[src/rtl/srcs_pkg.sv]
// shared types, widths and defaults for the selective-repeat chunk sender
`default_nettype none

package srcs_pkg;

    localparam int SEQ_W      = 20;
    localparam int BYTES_W    = 31;
    localparam int KIND_W     = 2;
    localparam int IN_DATA_W  = 96;
    localparam int IN_USER_W  = 3;
    localparam int OUT_DATA_W = 56;

    localparam int WINDOW_SLOTS_DEF = 8;
    localparam int CHUNK_BYTES_DEF  = 2048;

    localparam logic [BYTES_W-1:0] BYTES_MAX = {BYTES_W{1'b1}};

    typedef enum logic [1:0] {
        REQ_ACK    = 2'd0,
        REQ_RESUME = 2'd1,
        REQ_TICK   = 2'd2
    } req_type_t;

    typedef enum logic [KIND_W-1:0] {
        KIND_SEND     = 2'd0,
        KIND_RETX     = 2'd1,
        KIND_PROGRESS = 2'd2,
        KIND_DONE     = 2'd3
    } res_kind_t;

    typedef enum logic [1:0] {
        MODE_IDLE     = 2'd0,
        MODE_UPLOAD   = 2'd1,
        MODE_FINISHED = 2'd2
    } mode_t;

    typedef enum logic [1:0] {
        MUL_ACK  = 2'd0,
        MUL_CUM  = 2'd1,
        MUL_BASE = 2'd2
    } mul_sel_t;

    typedef struct packed {
        logic      capture;
        logic      mul_start;
        mul_sel_t  mul_sel;
        logic      ack_mark;
        logic      prog_max;
        logic      slide;
        logic      clear_marks;
        logic      res_set;
        logic      set_finished;
        logic      scan_load;
        logic      scan_send;
        logic      scan_step;
        logic      emit;
        logic      emit_chunk;
        res_kind_t emit_kind;
        logic      emit_last;
    } cmd_t;

    typedef struct packed {
        logic [1:0] req_type;
        logic       resp_ok;
        logic       fin_reached;
        logic       cum_eq_final;
        logic       uploading;
        logic       send_any;
        logic       retx_any;
        logic       head_acked;
        logic       pend_head;
        logic       pend_rest_zero;
        logic       out_free;
    } status_t;

endpackage

`default_nettype wire

[src/rtl/srcs_dp.sv]
// datapath: window state, marks, shared multiplier, scan registers and output register
`default_nettype none

module srcs_dp #(
    parameter int WINDOW_SLOTS = srcs_pkg::WINDOW_SLOTS_DEF,
    parameter int CHUNK_BYTES  = srcs_pkg::CHUNK_BYTES_DEF
) (
    input  wire                              aclk,
    input  wire                              aresetn,
    input  wire [srcs_pkg::IN_DATA_W-1:0]    s_tdata,
    input  wire [srcs_pkg::IN_USER_W-1:0]    s_tuser,
    input  wire srcs_pkg::cmd_t              cmd,
    output srcs_pkg::status_t                stat,
    output logic                             m_tvalid,
    input  wire                              m_tready,
    output logic [srcs_pkg::OUT_DATA_W-1:0]  m_tdata,
    output logic [srcs_pkg::KIND_W-1:0]      m_tuser,
    output logic                             m_tlast
);

    localparam int SEQ_W   = srcs_pkg::SEQ_W;
    localparam int BYTES_W = srcs_pkg::BYTES_W;
    localparam int W       = WINDOW_SLOTS;
    localparam int CB_W    = $clog2(CHUNK_BYTES + 1);
    localparam int PROD_W  = SEQ_W + 1 + CB_W;
    localparam logic [CB_W-1:0] CB = CB_W'(CHUNK_BYTES);

    // captured input beat
    logic [1:0]         req_reg;
    logic               ok_reg;
    logic [SEQ_W-1:0]   ack_reg;
    logic [SEQ_W-1:0]   cum_reg;
    logic [SEQ_W-1:0]   fin_reg;
    logic [BYTES_W-1:0] fbytes_reg;

    // sender state
    logic [SEQ_W-1:0]   base_reg;
    logic [SEQ_W-1:0]   final_reg;
    logic [BYTES_W-1:0] total_reg;
    logic [BYTES_W-1:0] progress_reg;
    logic [W-1:0]       acked_reg;
    logic [W-1:0]       outst_reg;
    srcs_pkg::mode_t    mode_reg;

    // scan
    logic [PROD_W-1:0]  prod_reg;
    logic [W-1:0]       pend_reg;
    logic [SEQ_W-1:0]   scan_seq_reg;

    // output register
    logic               out_valid_reg;

    logic [srcs_pkg::KIND_W-1:0] out_kind_reg;
    logic [SEQ_W-1:0]   out_seq_reg;
    logic [BYTES_W-1:0] out_bytes_reg;
    logic               out_last_reg;

    logic [SEQ_W:0]     mul_a;
    logic [PROD_W-1:0]  prod_mul;
    logic [BYTES_W-1:0] sat_prod;
    logic [BYTES_W-1:0] chunk_bytes;
    logic [SEQ_W-1:0]   ack_diff;
    logic               ack_in_win;
    logic [W-1:0]       ack_onehot;
    logic [W-1:0]       range_mask;
    logic [W-1:0]       send_mask;
    logic [W-1:0]       retx_mask;
    logic               out_free;

    always_comb begin
        case (cmd.mul_sel)
            srcs_pkg::MUL_ACK:  mul_a = {1'b0, ack_reg};
            srcs_pkg::MUL_CUM:  mul_a = {1'b0, cum_reg};
            srcs_pkg::MUL_BASE: mul_a = {1'b0, base_reg};
            default:            mul_a = '0;
        endcase
    end

    assign prod_mul = PROD_W'(mul_a) * PROD_W'(CB);

    assign sat_prod    = (prod_reg > PROD_W'(srcs_pkg::BYTES_MAX)) ? srcs_pkg::BYTES_MAX
                                                                   : prod_reg[BYTES_W-1:0];
    assign chunk_bytes = (prod_reg > PROD_W'(total_reg)) ? total_reg : prod_reg[BYTES_W-1:0];

    assign ack_diff   = ack_reg - base_reg;
    assign ack_in_win = (ack_reg >= base_reg) && (ack_diff < SEQ_W'(W));

    always_comb begin
        for (int i = 0; i < W; i++) begin
            ack_onehot[i] = ack_in_win && (ack_diff == SEQ_W'(i));
            range_mask[i] = (({1'b0, base_reg} + (SEQ_W + 1)'(i)) <= {1'b0, final_reg});
        end
    end

    assign send_mask = range_mask & ~acked_reg & ~outst_reg;
    assign retx_mask = range_mask & ~acked_reg & outst_reg;
    assign out_free  = !out_valid_reg || m_tready;

    always_comb begin
        stat.req_type       = req_reg;
        stat.resp_ok        = ok_reg;
        stat.fin_reached    = (cum_reg >= fin_reg);
        stat.cum_eq_final   = (final_reg == cum_reg);
        stat.uploading      = (mode_reg == srcs_pkg::MODE_UPLOAD);
        stat.send_any       = |send_mask;
        stat.retx_any       = |retx_mask;
        stat.head_acked     = acked_reg[0];
        stat.pend_head      = pend_reg[0];
        stat.pend_rest_zero = ((pend_reg >> 1) == '0);
        stat.out_free       = out_free;
    end

    // input capture, multiplier result and scan sequence, no reset
    always_ff @(posedge aclk) begin
        if (cmd.capture) begin
            ack_reg    <= s_tdata[19:0];
            cum_reg    <= s_tdata[39:20];
            fin_reg    <= s_tdata[59:40];
            fbytes_reg <= s_tdata[90:60];
            req_reg    <= s_tuser[1:0];
            ok_reg     <= s_tuser[2];
        end
        if (cmd.mul_start) begin
            prod_reg <= prod_mul;
        end else if (cmd.scan_step) begin
            prod_reg <= prod_reg + PROD_W'(CB);
        end
        if (cmd.scan_load) begin
            scan_seq_reg <= base_reg;
        end else if (cmd.scan_step) begin
            scan_seq_reg <= scan_seq_reg + SEQ_W'(1);
        end
    end

    always_ff @(posedge aclk) begin
        if (!aresetn) begin
            base_reg     <= SEQ_W'(1);
            final_reg    <= '0;
            total_reg    <= '0;
            progress_reg <= '0;
            acked_reg    <= '0;
            outst_reg    <= '0;
            mode_reg     <= srcs_pkg::MODE_IDLE;
            pend_reg     <= '0;
        end else begin
            if (cmd.ack_mark) begin
                acked_reg <= acked_reg | ack_onehot;
                outst_reg <= outst_reg & ~ack_onehot;
            end else if (cmd.slide) begin
                acked_reg <= acked_reg >> 1;
                outst_reg <= outst_reg >> 1;
                base_reg  <= base_reg + SEQ_W'(1);
            end else if (cmd.clear_marks) begin
                acked_reg <= '0;
                outst_reg <= '0;
            end else if (cmd.scan_load && cmd.scan_send) begin
                outst_reg <= outst_reg | send_mask;
            end
            if (cmd.prog_max && (sat_prod > progress_reg)) begin
                progress_reg <= sat_prod;
            end
            if (cmd.res_set) begin
                base_reg     <= cum_reg + SEQ_W'(1);
                final_reg    <= fin_reg;
                total_reg    <= fbytes_reg;
                progress_reg <= sat_prod;
                mode_reg     <= srcs_pkg::MODE_UPLOAD;
            end
            if (cmd.set_finished) begin
                mode_reg <= srcs_pkg::MODE_FINISHED;
            end
            if (cmd.scan_load) begin
                pend_reg <= cmd.scan_send ? send_mask : retx_mask;
            end else if (cmd.scan_step) begin
                pend_reg <= pend_reg >> 1;
            end
        end
    end

    // output register
    always_ff @(posedge aclk) begin
        if (!aresetn) begin
            out_valid_reg <= 1'b0;
        end else if (cmd.emit) begin
            out_valid_reg <= 1'b1;
        end else if (m_tready) begin
            out_valid_reg <= 1'b0;
        end
    end

    always_ff @(posedge aclk) begin
        if (cmd.emit) begin
            out_kind_reg <= cmd.emit_kind;
            out_last_reg <= cmd.emit_last;
            if (cmd.emit_chunk) begin
                out_seq_reg   <= scan_seq_reg;
                out_bytes_reg <= chunk_bytes;
            end else begin
                out_seq_reg   <= '0;
                out_bytes_reg <= progress_reg;
            end
        end
    end

    assign m_tvalid = out_valid_reg;
    assign m_tdata  = {{(srcs_pkg::OUT_DATA_W - SEQ_W - BYTES_W){1'b0}}, out_bytes_reg,
                       out_seq_reg};
    assign m_tuser  = out_kind_reg;
    assign m_tlast  = out_last_reg;

endmodule

`default_nettype wire

[src/rtl/srcs_ctrl.sv]
// controller state machine sequencing acknowledgement, resume and tick handling
`default_nettype none

module srcs_ctrl (
    input  wire                     aclk,
    input  wire                     aresetn,
    input  wire                     s_tvalid,
    output logic                    s_tready,
    input  wire srcs_pkg::status_t  stat,
    output srcs_pkg::cmd_t          cmd
);

    typedef enum logic [10:0] {
        ST_IDLE     = 11'b000_0000_0001,
        ST_DECODE   = 11'b000_0000_0010,
        ST_ACK_MUL  = 11'b000_0000_0100,
        ST_ACK_PROG = 11'b000_0000_1000,
        ST_SLIDE    = 11'b000_0001_0000,
        ST_REPORT   = 11'b000_0010_0000,
        ST_DONE     = 11'b000_0100_0000,
        ST_RES_MUL  = 11'b000_1000_0000,
        ST_RES_SET  = 11'b001_0000_0000,
        ST_SCAN_MUL = 11'b010_0000_0000,
        ST_SCAN     = 11'b100_0000_0000
    } state_t;

    state_t              state_reg, state_next;
    srcs_pkg::res_kind_t kind_reg, kind_next;

    assign s_tready = (state_reg == ST_IDLE);

    always_ff @(posedge aclk) begin
        if (!aresetn) begin
            state_reg <= ST_IDLE;
            kind_reg  <= srcs_pkg::KIND_SEND;
        end else begin
            state_reg <= state_next;
            kind_reg  <= kind_next;
        end
    end

    always_comb begin
        state_next = state_reg;
        kind_next  = kind_reg;
        cmd        = '0;
        unique case (state_reg)
            ST_IDLE: begin
                if (s_tvalid) begin
                    cmd.capture = 1'b1;
                    state_next  = ST_DECODE;
                end
            end
            ST_DECODE: begin
                if (!stat.resp_ok) begin
                    state_next = ST_IDLE;
                end else begin
                    unique case (stat.req_type)
                        srcs_pkg::REQ_ACK: begin
                            state_next = ST_ACK_MUL;
                        end
                        srcs_pkg::REQ_RESUME: begin
                            cmd.clear_marks = 1'b1;
                            state_next = stat.fin_reached ? ST_DONE : ST_RES_MUL;
                        end
                        srcs_pkg::REQ_TICK: begin
                            if (stat.uploading && stat.retx_any) begin
                                kind_next  = srcs_pkg::KIND_RETX;
                                state_next = ST_SCAN_MUL;
                            end else begin
                                state_next = ST_IDLE;
                            end
                        end
                        default: begin
                            state_next = ST_IDLE;
                        end
                    endcase
                end
            end
            ST_ACK_MUL: begin
                cmd.mul_start = 1'b1;
                cmd.mul_sel   = srcs_pkg::MUL_ACK;
                cmd.ack_mark  = 1'b1;
                state_next    = ST_ACK_PROG;
            end
            ST_ACK_PROG: begin
                cmd.prog_max = 1'b1;
                state_next   = ST_SLIDE;
            end
            ST_SLIDE: begin
                if (stat.head_acked) begin
                    cmd.slide = 1'b1;
                end else begin
                    state_next = ST_REPORT;
                end
            end
            ST_REPORT: begin
                if (stat.cum_eq_final) begin
                    state_next = ST_DONE;
                end else if (stat.out_free) begin
                    cmd.emit      = 1'b1;
                    cmd.emit_kind = srcs_pkg::KIND_PROGRESS;
                    cmd.emit_last = !(stat.uploading && stat.send_any);
                    if (stat.uploading && stat.send_any) begin
                        kind_next  = srcs_pkg::KIND_SEND;
                        state_next = ST_SCAN_MUL;
                    end else begin
                        state_next = ST_IDLE;
                    end
                end
            end
            ST_DONE: begin
                if (stat.out_free) begin
                    cmd.emit         = 1'b1;
                    cmd.emit_kind    = srcs_pkg::KIND_DONE;
                    cmd.emit_last    = 1'b1;
                    cmd.set_finished = 1'b1;
                    state_next       = ST_IDLE;
                end
            end
            ST_RES_MUL: begin
                cmd.mul_start = 1'b1;
                cmd.mul_sel   = srcs_pkg::MUL_CUM;
                state_next    = ST_RES_SET;
            end
            ST_RES_SET: begin
                cmd.res_set = 1'b1;
                kind_next   = srcs_pkg::KIND_SEND;
                state_next  = ST_SCAN_MUL;
            end
            ST_SCAN_MUL: begin
                cmd.mul_start = 1'b1;
                cmd.mul_sel   = srcs_pkg::MUL_BASE;
                cmd.scan_load = 1'b1;
                cmd.scan_send = (kind_reg == srcs_pkg::KIND_SEND);
                state_next    = ST_SCAN;
            end
            ST_SCAN: begin
                if (!stat.pend_head) begin
                    cmd.scan_step = 1'b1;
                end else if (stat.out_free) begin
                    cmd.emit       = 1'b1;
                    cmd.emit_chunk = 1'b1;
                    cmd.emit_kind  = kind_reg;
                    cmd.emit_last  = stat.pend_rest_zero;
                    cmd.scan_step  = 1'b1;
                    if (stat.pend_rest_zero) begin
                        state_next = ST_IDLE;
                    end
                end
            end
            default: begin
                state_next = ST_IDLE;
            end
        endcase
    end

endmodule

`default_nettype wire

[src/rtl/selective_repeat_chunk_sender_unit.sv]
// top level of the selective-repeat chunk sender: controller plus datapath
// one item at a time; s_tready is high only while the controller is idle
// ack: decode, multiply and mark, progress, slide acked head slots, report, then scan when sending
// resume: clear marks, multiply, set state, scan, or done if complete; tick: retx scan or idle
// at most one result per cycle through a single output register; m_tready low stalls the scan
// sync active-low reset: base 1, final, total, progress, marks, mode cleared; no results pending
`default_nettype none

module selective_repeat_chunk_sender_unit #(
    parameter int WINDOW_SLOTS = srcs_pkg::WINDOW_SLOTS_DEF,
    parameter int CHUNK_BYTES  = srcs_pkg::CHUNK_BYTES_DEF
) (
    input  wire                              aclk,
    input  wire                              aresetn,
    // input beat
    input  wire                              s_tvalid,
    output logic                             s_tready,
    // ack_seq[19:0], cum_ack[39:20], final_chunk[59:40], file_bytes[90:60], zero pad
    input  wire [srcs_pkg::IN_DATA_W-1:0]    s_tdata,
    // req_type[1:0], resp_ok[2]
    input  wire [srcs_pkg::IN_USER_W-1:0]    s_tuser,
    // result beat
    output logic                             m_tvalid,
    input  wire                              m_tready,
    // chunk_seq[19:0], byte_count[50:20], zero pad
    output logic [srcs_pkg::OUT_DATA_W-1:0]  m_tdata,
    // res_kind[1:0]
    output logic [srcs_pkg::KIND_W-1:0]      m_tuser,
    // last result of the input beat
    output logic                             m_tlast
);

    // command and status between controller and datapath
    srcs_pkg::cmd_t    ctrl_cmd;
    srcs_pkg::status_t dp_stat;

    // sequencer: decode, slide loop, report, window scan
    srcs_ctrl u_ctrl (
        .aclk     (aclk),
        .aresetn  (aresetn),
        .s_tvalid (s_tvalid),
        .s_tready (s_tready),
        .stat     (dp_stat),
        .cmd      (ctrl_cmd)
    );

    // window state, marks, chunk byte multiplier and output register
    srcs_dp #(
        .WINDOW_SLOTS (WINDOW_SLOTS),
        .CHUNK_BYTES  (CHUNK_BYTES)
    ) u_dp (
        .aclk     (aclk),
        .aresetn  (aresetn),
        .s_tdata  (s_tdata),
        .s_tuser  (s_tuser),
        .cmd      (ctrl_cmd),
        .stat     (dp_stat),
        .m_tvalid (m_tvalid),
        .m_tready (m_tready),
        .m_tdata  (m_tdata),
        .m_tuser  (m_tuser),
        .m_tlast  (m_tlast)
    );

endmodule

`default_nettype wire
[config.mk]
export PLATFORM = sky130hd
export DESIGN_NAME = selective_repeat_chunk_sender_unit
export DESIGN_NICKNAME = d
export VERILOG_FILES = /design/src/rtl/srcs_pkg.sv /design/src/rtl/srcs_dp.sv /design/src/rtl/srcs_ctrl.sv /design/src/rtl/selective_repeat_chunk_sender_unit.sv
export SDC_FILE = /design/constraint.sdc
export NUM_CORES = 1
export LEC_CHECK = 0
export ABC_AREA = 1
export BUFFER_PORTS_ARGS = -buffer_cell sky130_fd_sc_hd__buf_2
export CORE_MARGIN = 2
export CORE_UTILIZATION = 62
export CTS_BUF_LIST = sky130_fd_sc_hd__clkbuf_8 sky130_fd_sc_hd__clkbuf_16
export CTS_CLUSTER_DIAMETER = 50
export CTS_CLUSTER_SIZE = 40
export DETAILED_ROUTE_END_ITERATION = 8
export GPL_TIMING_DRIVEN = 1
export PLACE_DENSITY = 0.88
export SLEW_MARGIN = 20
export SYNTH_ARGS = -nofsm -noshare
export SYNTH_HDL_FRONTEND = slang
export SYNTH_SLANG_ARGS = --single-unit
export TNS_END_PERCENT = 100
[constraint.sdc]
create_clock -name aclk -period 14.7 [get_ports aclk]
set_clock_uncertainty 0.2 [all_clocks]
set_input_delay 2.94 -clock aclk [delete_from_list [all_inputs] [get_ports aclk]]
set_output_delay 2.94 -clock aclk [all_outputs]
set_load 0.02 [all_outputs]
==> reports/qor.txt <==
Clock Sinks -> 321
compound-cell area share of the yosys netlist -> 0.142
initial antenna violation count -> 4
mux cell area share after synthesis -> 0
Vias -> 21929
DR iter-0 viols -> 2300
worst-path fanout max -> 10
GRT Overall Usage -> 0.384
fin crit share -> 0.386
clk buf depth -> 3
top cell type by total area after synthesis -> edfxtp_1
status -> finished clean
accumulated negative setup slack -> 0 ns
fill cell count -> 3027
top cell type's share of synthesized area -> 0.243
top-count cell post-synth -> nand2_1
Initial DRT Pass Iterations -> 7
number of flops mapped to enable cells by yosys -> 189
Post-synth top cells -> nand2_1 (547), inv_1 (387), nor2_1 (277), a21oi_1 (246), ha_1 (244)
Inserted Clock Buffers -> 34
Worst-Margin Slew -> 1.17 ns
antenna viol nets, final -> 0
mapped cell area -> 23300 sq um
Max-cap violations -> 0
GPL Wtd Cong -> 1.03
reg-to-reg setup timing slack -> 9.03 ns
clock latency on the worst-skew pair -> 0.59 ns
mean area per synthesized cell -> 7.78 sq um
Synth Warn # -> 0
Data arrival, critical path -> 5.91 ns
PortBufs -> 153
#FFs+latches synth -> 321
GRT overflow -> 0
DP Wirelength -> 56900 um
crit end category -> flip-flop
Routed WL -> 75300 um
# nets final -> 3449
CTS H-tree depth -> 2
crit path kind -> flip-flop to flip-flop
Peak Freq -> 176 MHz
Initial Util -> 0.625
Synth async-reset ratio -> 0
Chip Height -> 198 um
first-pass GRT wire length -> 115000 um
ranking of synthesized cells by area -> edfxtp_1 (24%), ha_1 (13%), dfxtp_1 (11%)
DR WL/cell -> 20.9 um
Die ar. -> 39200 sq um
row count -> 71
maximum vdd drop -> 0.174 mV
Top FF cell, synth -> edfxtp_1
total power -> 2510 uW
io pins -> 164
root buf cell -> clkbuf_16
Netlist cell types -> 67
Pleak -> 0.0119 uW
CTS tree -> built
share of cells above drive strength 1 -> 0.106
final hold violations -> 0
DRC violations left -> 0
clock slew at reported path FFs -> 0.07 ns
post-synthesis cell count -> 2996
largest family of logic cells by synthesized area -> simple AND/OR/NAND/NOR gates
Startpoint Class -> flip-flop
Slew headroom -> 0.219
Min Clock Period, post-route -> 5.67 ns
simple logic cell fraction of the synthesized area -> 0.221
WP data required -> 14.93 ns
Synth Area in XOR/XNOR -> 0.0597
RSZ-0062 raised after global routing -> false
final max-slew violation count -> 0
via/cell ratio -> 6.08
Setup Buffers After CTS -> 0
Synth Area in Adders -> 0.132
pin count of the biggest net entering global routing -> 107
Post-CTS Hold Buffers -> 0
Die Width -> 198 um
area delta synth->final -> 9.91%
Final Setup Violations -> 0
Seq/Total Area, Yosys -> 0.357
PostCTS Resize Cnt -> 0
vias in the first global route -> 20835
core box area -> 37300 sq um
worst hold path type -> flip-flop to flip-flop
Cell Pwr Density -> 97.8 nW/um^2
-- logic make-up (layout without fill, tap and decap cells) --
kind of cell / Yosys count / after routing
XOR/XNOR: 159 / 159
AO/OA/AOI/OAI: 577 / 577
flip-flops: 321 / 321
adder cells (fa/ha/maj): 245 / 245
buffers and inverters: 519 / 646
other: 1 / 8
AND/OR/NAND/NOR: 1174 / 1174
-- per-stage QoR --
stage               setup WS [ns]  hold slack [ns]  std cells   util  area [sq um]
floorplan                    7.07            0.244       3000      -         23300
global placement             9.08            0.262       3539  0.652         24300
detailed placement           8.98            0.265       3539  0.653         24300
CTS                          9.29            0.276       3601  0.686         25600
global route                 8.90            0.298       3601  0.686         25600
finish                       9.03            0.277       3604  0.687         25600
-- worst max-delay path: stages (launching register included) --
cell,delay [ns]
dfxtp_1,0.77
ha_1,0.59
inv_1,0.18
nor2_1,0.36
inv_1,0.19
nor3_1,0.45
xor2_1,0.21
nand2_1,0.10
o21ai_0,0.09
ha_1,0.31
nand3_1,0.09
nor3_1,0.69
nand4_1,0.16
nand3_1,0.11
nand2_1,0.18
nand3_1,0.16
nand2_1,0.07
nor2_1,0.11
nand2_1,0.10
nand3_1,0.09
nand2_1,0.09
a21oi_1,0.15
nor2_1,0.06
-- cells in the final DEF, fill, tap and decap left out, types with 5 or more instances in the layout --
| cell | instances |
|---|---|
| nand2_1 | 545 |
| o22ai_1 | 34 |
| nand3_1 | 159 |
| edfxtp_1 | 189 |
| clkbuf_16 | 34 |
| nor2_2 | 17 |
| o31ai_1 | 11 |
| nor2_4 | 10 |
| a21oi_1 | 246 |
| o211ai_1 | 20 |
| xnor2_1 | 16 |
| ha_1 | 244 |
| nor2_1 | 274 |
| clkinv_1 | 9 |
| inv_2 | 18 |
| nand4_1 | 49 |
| o221ai_1 | 11 |
| o21bai_1 | 13 |
| inv_1 | 387 |
| nand2_2 | 20 |
| a221oi_1 | 17 |
| dfxtp_1 | 132 |
| conb_1 | 5 |
| o21a_1 | 10 |
| nor3_1 | 46 |
| o21ai_0 | 162 |
| o21ai_2 | 9 |
| buf_2 | 153 |
| xor2_1 | 143 |
| nor3_2 | 5 |
| a211oi_1 | 6 |
| nor4_1 | 20 |
| inv_12 | 6 |
| clkinv_8 | 9 |
| o21ai_1 | 11 |
| or2_2 | 6 |
| a21o_1 | 11 |
| buf_4 | 17 |
-- cell type report --
cell class | instances | area, sq um | share of cell area
Clock buffer | 36 | 878 | 0.0343
Tap cell | 474 | 593 | 0.0232
Multi-Input combinational cell | 2160 | 13000 | 0.507
Clock inverter | 26 | 387 | 0.0151
Timing Repair Buffer | 170 | 893 | 0.0349
Inverter | 414 | 1560 | 0.0607
Sequential cell | 321 | 8320 | 0.325
Antenna cell | 3 | 7.51 | 0.000293
-- worst paths after layout --
path / start / end / cells past startpoint
setup reg to reg: u_dp.base_reg[2] / u_ctrl.kind_reg[0] / 22
hold reg to reg: u_dp.total_reg[23] / u_dp.total_reg[23] / 2
setup / recovery: u_dp.base_reg[2] / u_ctrl.kind_reg[0] / 22
hold / removal: u_dp.total_reg[23] / u_dp.total_reg[23] / 2
-- where the power goes --
part | switching, uW | leakage (uW) | internal [uW] | total, uW
Sequential | 70.1 | 0.00282 | 1050 | 1120
Combinational | 292 | 0.00851 | 137 | 429
Clock | 459 | 0.000614 | 498 | 956
Total | 820 | 0.0119 | 1690 | 2510
-- metal layers --
metal,part of all wire,wire (um),global-route usage
met5,0.00017,13,0
met4,0.054,4090,0.199
met3,0.11,8030,0.0857
met2,0.43,32500,0.590
met1,0.41,30600,0.508
(Power assumes the default switching activity.)
